--- src/hdl/stpq_pkg.sv ---
// Shared constants, codes and types of the sorted thread priority queue.
package stpq_pkg;

  localparam int DEPTH      = 64;
  localparam int ID_WIDTH   = 8;
  localparam int PRIO_WIDTH = 8;
  localparam int CNT_W      = $clog2(DEPTH + 1);

  typedef enum logic [1:0] {
    CMD_PUSH     = 2'd0,
    CMD_REMOVE   = 2'd1,
    CMD_PEEK     = 2'd2,
    CMD_SET_WAIT = 2'd3
  } cmd_e;

  typedef enum logic [1:0] {
    ST_OK   = 2'd0,
    ST_FULL = 2'd1,
    ST_MISS = 2'd2
  } status_e;

  // Contents of one queue slot.
  typedef struct packed {
    logic [PRIO_WIDTH-1:0] prio;
    logic [ID_WIDTH-1:0]   id;
    logic                  waiting;
  } cell_data_t;

  // Broadcast from the controller to every cell.
  typedef struct packed {
    logic                  push_en;     // commit an insert this cycle
    logic                  remove_en;   // commit a delete this cycle
    logic                  set_wait_en; // commit a flag update this cycle
    logic                  peek;        // scan looks for a runnable entry
    logic                  force_hit;   // lone entry is returned regardless of flag
    logic [ID_WIDTH-1:0]   id;
    logic [PRIO_WIDTH-1:0] prio;
    logic                  waiting;
  } cell_ctrl_t;

endpackage

--- src/hdl/stpq_cell.sv ---
// One slot of the sorted chain: holds an entry and trades it with its neighbors.
module stpq_cell import stpq_pkg::*; (
  input  logic       clk_i,
  input  cell_ctrl_t ctrl_i,
  input  logic       occ_i,      // this slot holds an entry
  input  logic       left_occ_i, // left neighbor holds an entry (true left of slot 0)
  input  logic       front_i,    // scan token sits on this slot
  input  logic       mask_i,     // this slot is at or after the scan token
  input  cell_data_t left_i,
  input  cell_data_t right_i,
  output cell_data_t data_o,
  output logic       hit_o
);

  cell_data_t data_q, data_d;
  logic       left_lt, self_lt, cond;
  cell_data_t new_entry;

  // Local compare and next value
  always_comb begin
    new_entry.prio    = ctrl_i.prio;
    new_entry.id      = ctrl_i.id;
    new_entry.waiting = ctrl_i.waiting;
    left_lt = left_occ_i && (left_i.prio < ctrl_i.prio);
    self_lt = occ_i && (data_q.prio < ctrl_i.prio);
    data_d  = data_q;
    if (ctrl_i.push_en && (occ_i || left_occ_i)) begin
      // lower priorities move right; new entry lands after equal or higher ones
      if (left_lt) begin
        data_d = left_i;
      end else if (self_lt || !occ_i) begin
        data_d = new_entry;
      end
    end else if (ctrl_i.remove_en && mask_i && occ_i) begin
      data_d = right_i;
    end else if (ctrl_i.set_wait_en && front_i) begin
      data_d.waiting = ctrl_i.waiting;
    end
  end

  // Scan match
  always_comb begin
    if (ctrl_i.peek) begin
      cond = !data_q.waiting || ctrl_i.force_hit;
    end else begin
      cond = (data_q.id == ctrl_i.id);
    end
    hit_o = front_i && occ_i && cond;
  end

  always_ff @(posedge clk_i) begin
    data_q <= data_d;
  end

  assign data_o = data_q;

endmodule

--- src/hdl/sorted_thread_priority_queue.sv ---
// Top level of the sorted thread priority queue: controller, scan token and cell chain.
//
// Entries sit in a chain of DEPTH cells kept sorted by descending priority, FIFO among
// equal priorities. A push compares every cell with its left neighbor at once and
// commits in the execute state without a token walk. Remove, peek and set-waiting
// send a scan token down the chain one cell per cycle until a match or a miss; any
// command waits in the execute state while the output register holds an unaccepted
// result. A new transaction is accepted while the previous result still waits in
// the output register. Slot contents are undefined after reset; only slots below the
// occupancy are ever read.
module sorted_thread_priority_queue import stpq_pkg::*; (
  input  logic                  clk_i,
  input  logic                  rst_ni,
  input  logic                  in_valid_i,
  output logic                  in_ready_o,
  input  logic [1:0]            command_i,
  input  logic [ID_WIDTH-1:0]   thread_id_i,
  input  logic [PRIO_WIDTH-1:0] prio_i,
  input  logic                  waiting_i,
  output logic                  out_valid_o,
  input  logic                  out_ready_i,
  output logic [1:0]            status_o,
  output logic [ID_WIDTH-1:0]   result_id_o,
  output logic [CNT_W-1:0]      occupancy_o
);

  typedef enum logic [1:0] {
    S_IDLE = 2'b01,
    S_EXEC = 2'b10
  } state_e;

  state_e                state_q, state_d;
  cmd_e                  cmd_q;
  logic [ID_WIDTH-1:0]   id_q;
  logic [PRIO_WIDTH-1:0] prio_q;
  logic                  wait_q;
  logic [CNT_W-1:0]      count_q, count_d;
  logic [DEPTH-1:0]      mask_q, mask_d;
  logic                  out_valid_q;
  status_e               status_q, status_d;
  logic [ID_WIDTH-1:0]   rid_q, rid_d;

  logic [DEPTH-1:0] occ, front, hit;
  cell_data_t       data  [DEPTH];
  cell_data_t       left_d[DEPTH];
  cell_data_t       right_d[DEPTH];
  logic [DEPTH-1:0] left_occ;
  cell_ctrl_t       ctrl;

  logic in_fire, exec, is_push, full, hit_any, miss, done, fire;

  assign in_ready_o = (state_q == S_IDLE);
  assign in_fire    = in_valid_i && in_ready_o;
  assign exec       = (state_q == S_EXEC);
  assign is_push    = (cmd_q == CMD_PUSH);
  assign full       = (count_q == CNT_W'(DEPTH));
  assign hit_any    = |hit;
  assign miss       = ~|(front & occ);
  assign done       = is_push || hit_any || miss;
  assign fire       = exec && done && (!out_valid_q || out_ready_i);

  // Per-slot occupancy, token front and neighbor wiring
  for (genvar k = 0; k < DEPTH; k++) begin : g_chain
    assign occ[k] = (count_q > CNT_W'(k));
    if (k == 0) begin : g_first
      assign front[k]    = mask_q[k];
      assign left_occ[k] = 1'b1;
      assign left_d[k]   = '{prio: '1, id: '0, waiting: 1'b0};
    end else begin : g_rest
      assign front[k]    = mask_q[k] & ~mask_q[k-1];
      assign left_occ[k] = occ[k-1];
      assign left_d[k]   = data[k-1];
    end
    if (k == DEPTH - 1) begin : g_last
      assign right_d[k] = '0;
    end else begin : g_inner
      assign right_d[k] = data[k+1];
    end

    stpq_cell u_cell (
      .clk_i      (clk_i),
      .ctrl_i     (ctrl),
      .occ_i      (occ[k]),
      .left_occ_i (left_occ[k]),
      .front_i    (front[k]),
      .mask_i     (mask_q[k]),
      .left_i     (left_d[k]),
      .right_i    (right_d[k]),
      .data_o     (data[k]),
      .hit_o      (hit[k])
    );
  end

  // Broadcast control; commits only on the finishing cycle
  always_comb begin
    ctrl.push_en     = fire && is_push && !full;
    ctrl.remove_en   = fire && (cmd_q == CMD_REMOVE) && hit_any;
    ctrl.set_wait_en = fire && (cmd_q == CMD_SET_WAIT) && hit_any;
    ctrl.peek        = (cmd_q == CMD_PEEK);
    ctrl.force_hit   = (count_q == CNT_W'(1));
    ctrl.id          = id_q;
    ctrl.prio        = prio_q;
    ctrl.waiting     = wait_q;
  end

  // Id of the hit slot, reported for peek only (token is one-hot, so an OR suffices)
  always_comb begin
    rid_d = '0;
    for (int k = 0; k < DEPTH; k++) begin
      if (hit[k]) begin
        rid_d = rid_d | data[k].id;
      end
    end
    if (cmd_q != CMD_PEEK) begin
      rid_d = '0;
    end
  end

  // Status and occupancy update
  always_comb begin
    count_d = count_q;
    if (is_push) begin
      status_d = full ? ST_FULL : ST_OK;
    end else begin
      status_d = hit_any ? ST_OK : ST_MISS;
    end
    if (ctrl.push_en) begin
      count_d = count_q + CNT_W'(1);
    end else if (ctrl.remove_en) begin
      count_d = count_q - CNT_W'(1);
    end
  end

  // Sequencer and token advance
  always_comb begin
    state_d = state_q;
    mask_d  = mask_q;
    unique case (state_q)
      S_IDLE: begin
        if (in_fire) begin
          state_d = S_EXEC;
          mask_d  = '1;
        end
      end
      S_EXEC: begin
        if (fire) begin
          state_d = S_IDLE;
        end else if (!done) begin
          mask_d = mask_q << 1;
        end
      end
      default: state_d = S_IDLE;
    endcase
  end

  always_ff @(posedge clk_i or negedge rst_ni) begin
    if (!rst_ni) begin
      state_q     <= S_IDLE;
      count_q     <= '0;
      mask_q      <= '0;
      out_valid_q <= 1'b0;
    end else begin
      state_q <= state_d;
      count_q <= count_d;
      mask_q  <= mask_d;
      if (fire) begin
        out_valid_q <= 1'b1;
      end else if (out_ready_i) begin
        out_valid_q <= 1'b0;
      end
    end
  end

  // Transaction and result payload
  always_ff @(posedge clk_i) begin
    if (in_fire) begin
      cmd_q  <= cmd_e'(command_i);
      id_q   <= thread_id_i;
      prio_q <= prio_i;
      wait_q <= waiting_i;
    end
    if (fire) begin
      status_q    <= status_d;
      rid_q       <= rid_d;
      occupancy_o <= count_d;
    end
  end

  assign out_valid_o = out_valid_q;
  assign status_o    = status_q;
  assign result_id_o = rid_q;

`ifndef SYNTH
  a_count_bound: assert property (@(posedge clk_i) disable iff (!rst_ni)
    count_q <= CNT_W'(DEPTH))
    else $error("occupancy above depth");

  a_front_single: assert property (@(posedge clk_i) disable iff (!rst_ni)
    exec |-> $onehot0(front))
    else $error("scan token not at a single slot");

  a_hit_single: assert property (@(posedge clk_i) disable iff (!rst_ni)
    $onehot0(hit))
    else $error("more than one slot hit");

  a_push_count: assert property (@(posedge clk_i) disable iff (!rst_ni)
    (fire && is_push && !full) |=> (count_q == $past(count_q) + CNT_W'(1)))
    else $error("push did not grow the queue");

  a_accept_exec: assert property (@(posedge clk_i) disable iff (!rst_ni)
    in_fire |=> (state_q == S_EXEC) && (mask_q == '1))
    else $error("accepted transaction did not start a scan");
`endif

endmodule

--- config.mk ---
export PLATFORM = sky130hd
export DESIGN_NAME = sorted_thread_priority_queue
export DESIGN_NICKNAME = d
export VERILOG_FILES = /design/src/hdl/stpq_pkg.sv /design/src/hdl/stpq_cell.sv /design/src/hdl/sorted_thread_priority_queue.sv
export SDC_FILE = /design/constraint.sdc
export NUM_CORES = 2
export LEC_CHECK = 0
export BUFFER_PORTS_ARGS = -buffer_cell sky130_fd_sc_hd__buf_2
export CAP_MARGIN = 20
export CORE_MARGIN = 4
export CORE_UTILIZATION = 30
export DETAILED_ROUTE_END_ITERATION = 8
export PLACE_DENSITY_LB_ADDON = 0.25
export SYNTH_ARGS = -nofsm -noshare
export SYNTH_HDL_FRONTEND = slang
export SYNTH_HIERARCHICAL = 1
export SYNTH_SLANG_ARGS = --single-unit
export TNS_END_PERCENT = 20
--- constraint.sdc ---
create_clock -name clk_i -period 47.6 [get_ports clk_i]
set_input_delay 9.52 -clock clk_i [delete_from_list [all_inputs] [get_ports clk_i]]
set_output_delay 9.52 -clock clk_i [all_outputs]
set_load 0.01 [all_outputs]
==> metrics.txt <==
status=finished, final reports clean; Layout area overhead=9.52%; Seq cells post-synth=1198; Net Sw Frac=0.437; Cell Rows=around 230; mapped cell area=117000 µm²; HP Start=mask_q[58]; Tmin final=approximately 13000 ps; Setup crit start=out_ready_i; gr usage total=0.268; Clock transition at path regs=60 ps; Final GP Congestion=1.03; PD cells=36.5 nW/µm²; Initial DRC Count=13300; CTS Root Cell=clkbuf_16; WL/cell=~32 µm; slowest cell on the critical path=a41oi_2; kind of launch point of the worst setup path=primary input; crit path cell chain=buf_2, nand2b_1, nand2b_1, nor4b_4, buf_4, buf_12, buf_4, a21oi_1, nor2_1, inv_1, a41oi_2; Die Y=approximately 630 µm; Min-Delay Path Class=flip-flop to flip-flop; Detail Placement HPWL=between 400000 and 500000 µm; Synth Flop Type=edfxtp_1; combinational share of power=0.420; Post-CTS Resized=0; H-tree depth=4; Initial Util=0.302; Worst setup EP type=flip-flop; Peak VDD IR=0.0000295 V; layout cells sized above 1=0.0948; WL final=approximately 560000 µm; Critical Path AT=13750 ps; Post-synth EDFFs=1124; input/output buffers=between 40 and 50; WHS=roughly 600 ps; Cells after Synth=12800; I/O pins=42; Die X=631 µm; drt pass-1 iters=8; CTS Hold Buffers Added=0; unrepaired setup endpoints after global routing=no; CP max stage delay=880 ps; first-pass GRT wire length=802000 µm; total power draw=between 4 and 5 mW; critical path type=primary input to flip-flop; Crit path buffers/inverters=5; max-slew violation count=0; reg2reg start=id_q[1]; largest net degree at the start of global routing=139; nets@finish=between 10000 and 15000; clock sinks=1198; Final Cycle Share=0.279; CP required=a little under 50000 ps; routed via count=116000; CTS buffer count=164; Internal=2.63 mW; CP max FO=138; max_cap viols=0; Post-CTS Setup Inserts=0; Hold Vio Cnt, Final=0; initial antenna violation count=63; Worst Skew=56.1 ps; family with the most delay on the worst path=buffers and inverters; Post-Syn Area per Cell=9.10 µm²; Worst slew margin=0.0880; Yosys Warn Count=6; vias per cell=between 6 and 7; setup TNS=0 ps; fmax=75.4 MHz; sequential fraction of the synthesis area=0.305; ys async rst share=0.0618; Netlist cell types=81; DRC errors left=0; die area=399000 µm²; total leakage power=42.9 nW; CTS tree=done; Worst Max-Slew Pin Slew=around 1400 ps; final setup vio count=0; Max Root-Sink Buffers=4; grt total ovfl=0; Clock power frac=0.270; Post-DRT Antenna Nets=0; vias in the first global route=106000; switching pwr=about 2 mW; Fill cells=40100; core footprint=386000 µm²; clk_lat worst skew=910 ps; Sequential Power Share=0.310
## metrics by stage
step	cells	worst slack [ps]	utilization	area (µm²)
after floorplan	12900	15530	-	117000
after global placement	17500	33560	0.316	122000
after detailed placement	17500	33520	0.316	122000
after CTS	17800	34430	0.330	127000
after global routing	17800	34160	0.330	128000
final	17900	34340	0.331	128000
## path summary, 6_finish.rpt
check | end | slack, ps | cells after the start
min | mask_q[58] | 600 | 1
max reg2reg | g_chain[52].u_cell/data_o[2] | 39420 | 18
max | g_chain[52].u_cell/data_o[2] | 34340 | 11
max in group asynchronous | mask_q[6] | 37570 | 2
min reg2reg | mask_q[58] | 600 | 1
min in group asynchronous | mask_q[45] | 8670 | 1
## layout make-up
class                           instances  area (µm²)  share of cell area
Clock inverter                         79         666             0.00521
Clock buffer                          217        4500              0.0352
Tap cell                             5175        6470              0.0507
Multi-Input combinational cell      10000       74100               0.580
Timing Repair Buffer                  472        3790              0.0297
Antenna cell                           27        67.6            0.000529
Sequential cell                      1198       35600               0.279
Inverter                              668        2510              0.0197
## worst register-to-register path, stage by stage, from the launching register on
cell and delay, ps:
edfxtp_1 480, buf_4 690, buf_4 830, buf_4 700
xor2_1 190, nor4_1 250, a21oi_1 140, a311oi_2 260
buf_4 370, nor4_1 170, nand4_1 260, nor4_4 180
nor4b_2 360, buf_4 620, buf_4 730, a21oi_1 390
nor2_1 230, inv_1 80, a41oi_2 880
## cells in the final DEF (no fill, tap or decap), types with 83 or more instances in the layout
cell type | Yosys | final
a2bb2oi_1 | 1025 | 1025
nand2_1 | 1186 | 1186
xor2_1 | 512 | 512
o2111ai_1 | 1025 | 1025
a22o_1 | 132 | 132
o21ai_0 | 324 | 312
a31oi_1 | 161 | 116
nor2b_1 | 116 | 116
ha_1 | 900 | 900
nor4_1 | 156 | 154
nand3_1 | 1032 | 1032
o21a_1 | 132 | 132
a21oi_1 | 343 | 343
a221oi_1 | 177 | 177
or3_1 | 1025 | 1025
buf_4 | 34 | 385
inv_1 | 667 | 666
o21ai_1 | 182 | 189
clkbuf_16 | 0 | 168
edfxtp_1 | 1124 | 1124
nor2_1 | 230 | 229
o21ai_2 | 81 | 85
a211o_1 | 83 | 83
## cells in the mapped netlist (34+ instances only)
cell       number  area [µm²]
nand2_1      1186        4450
edfxtp_1     1124       33800
nand3_1      1032        5160
a2bb2oi_1    1025        8980
o2111ai_1    1025        8980
or3_1        1025        6410
ha_1          900       11300
inv_1         667        2500
buf_2         573        2870
xor2_1        512        4480
a21oi_1       343        1720
o21ai_0       324        1620
nor2_1        230         863
clkbuf_1      226         848
o21ai_1       182         911
a221oi_1      177        1550
a31oi_1       161        1010
nor4_1        156         976
buf_6         133        1500
a22o_1        132        1160
o21a_1        132         991
a311oi_1      129        1130
nor2b_1       116         726
a211o_1        83         727
o21a_4         81        1220
o21ai_2        81         709
dfrtp_1        73        1830
o22ai_1        69         432
a2111oi_0      67         587
and4_1         65         569
nand4b_1       65         569
nor3b_2        64         801
o21a_2         64         561
or2b_1         64         480
nand4_1        59         369
o31a_1         57         499
or4_1          56         420
o211ai_1       52         390
a21o_1         49         368
a211oi_2       47         588
a41oi_1        34         298
buf_4          34         255
## flip-flops by register name, indices dropped and copies added, names as in the netlist, 7 cells and up
register and cells:
mask_q 64, result_id_o 8, id_q 8, g_chain.u_cell/data_o 1088, occupancy_o 7, prio_q 8, count_q 7
## layer usage
metal | GRT usage | wire (µm) | up-vias | share of wire
met2 | 0.415 | 250000 | 5580 | 0.44
met1 | 0.359 | 237000 | 57900 | 0.42
met3 | 0.0471 | 45700 | 1111 | 0.081
met4 | 0.132 | 31600 | 22 | 0.056
met5 | 0 | 191 | - | 0.00034
li1 | - | - | 51000 | -
## power groups by stage
stage | Clock (mW) | Sequential [mW] | Combinational, mW
after floorplan | 0 | 1.43 | 1.36
after global placement | 0 | 1.46 | 1.88
after detailed placement | 0 | 1.46 | 1.90
after CTS | 1.28 | 1.44 | 1.91
after global routing | 1.32 | 1.44 | 2.11
final | 1.26 | 1.44 | 1.96
## cells by family (layout without fill, tap and decap cells)
kind of cell	count (synthesis)	count (layout)	share of synthesized area
AOI/OAI and AO/OA	4372	4372	0.299
other	2	73	0.0000644
xor gates and xnor gates	518	518	0.0389
and+or+nand+nor	4173	4173	0.191
adders and majority gates	900	900	0.0966
buffers and inverters	1641	1436	0.0686
DFF	1198	1198	0.305
muxes	8	8	0.000687
Note: power is estimated with default switching activity, not from simulation.
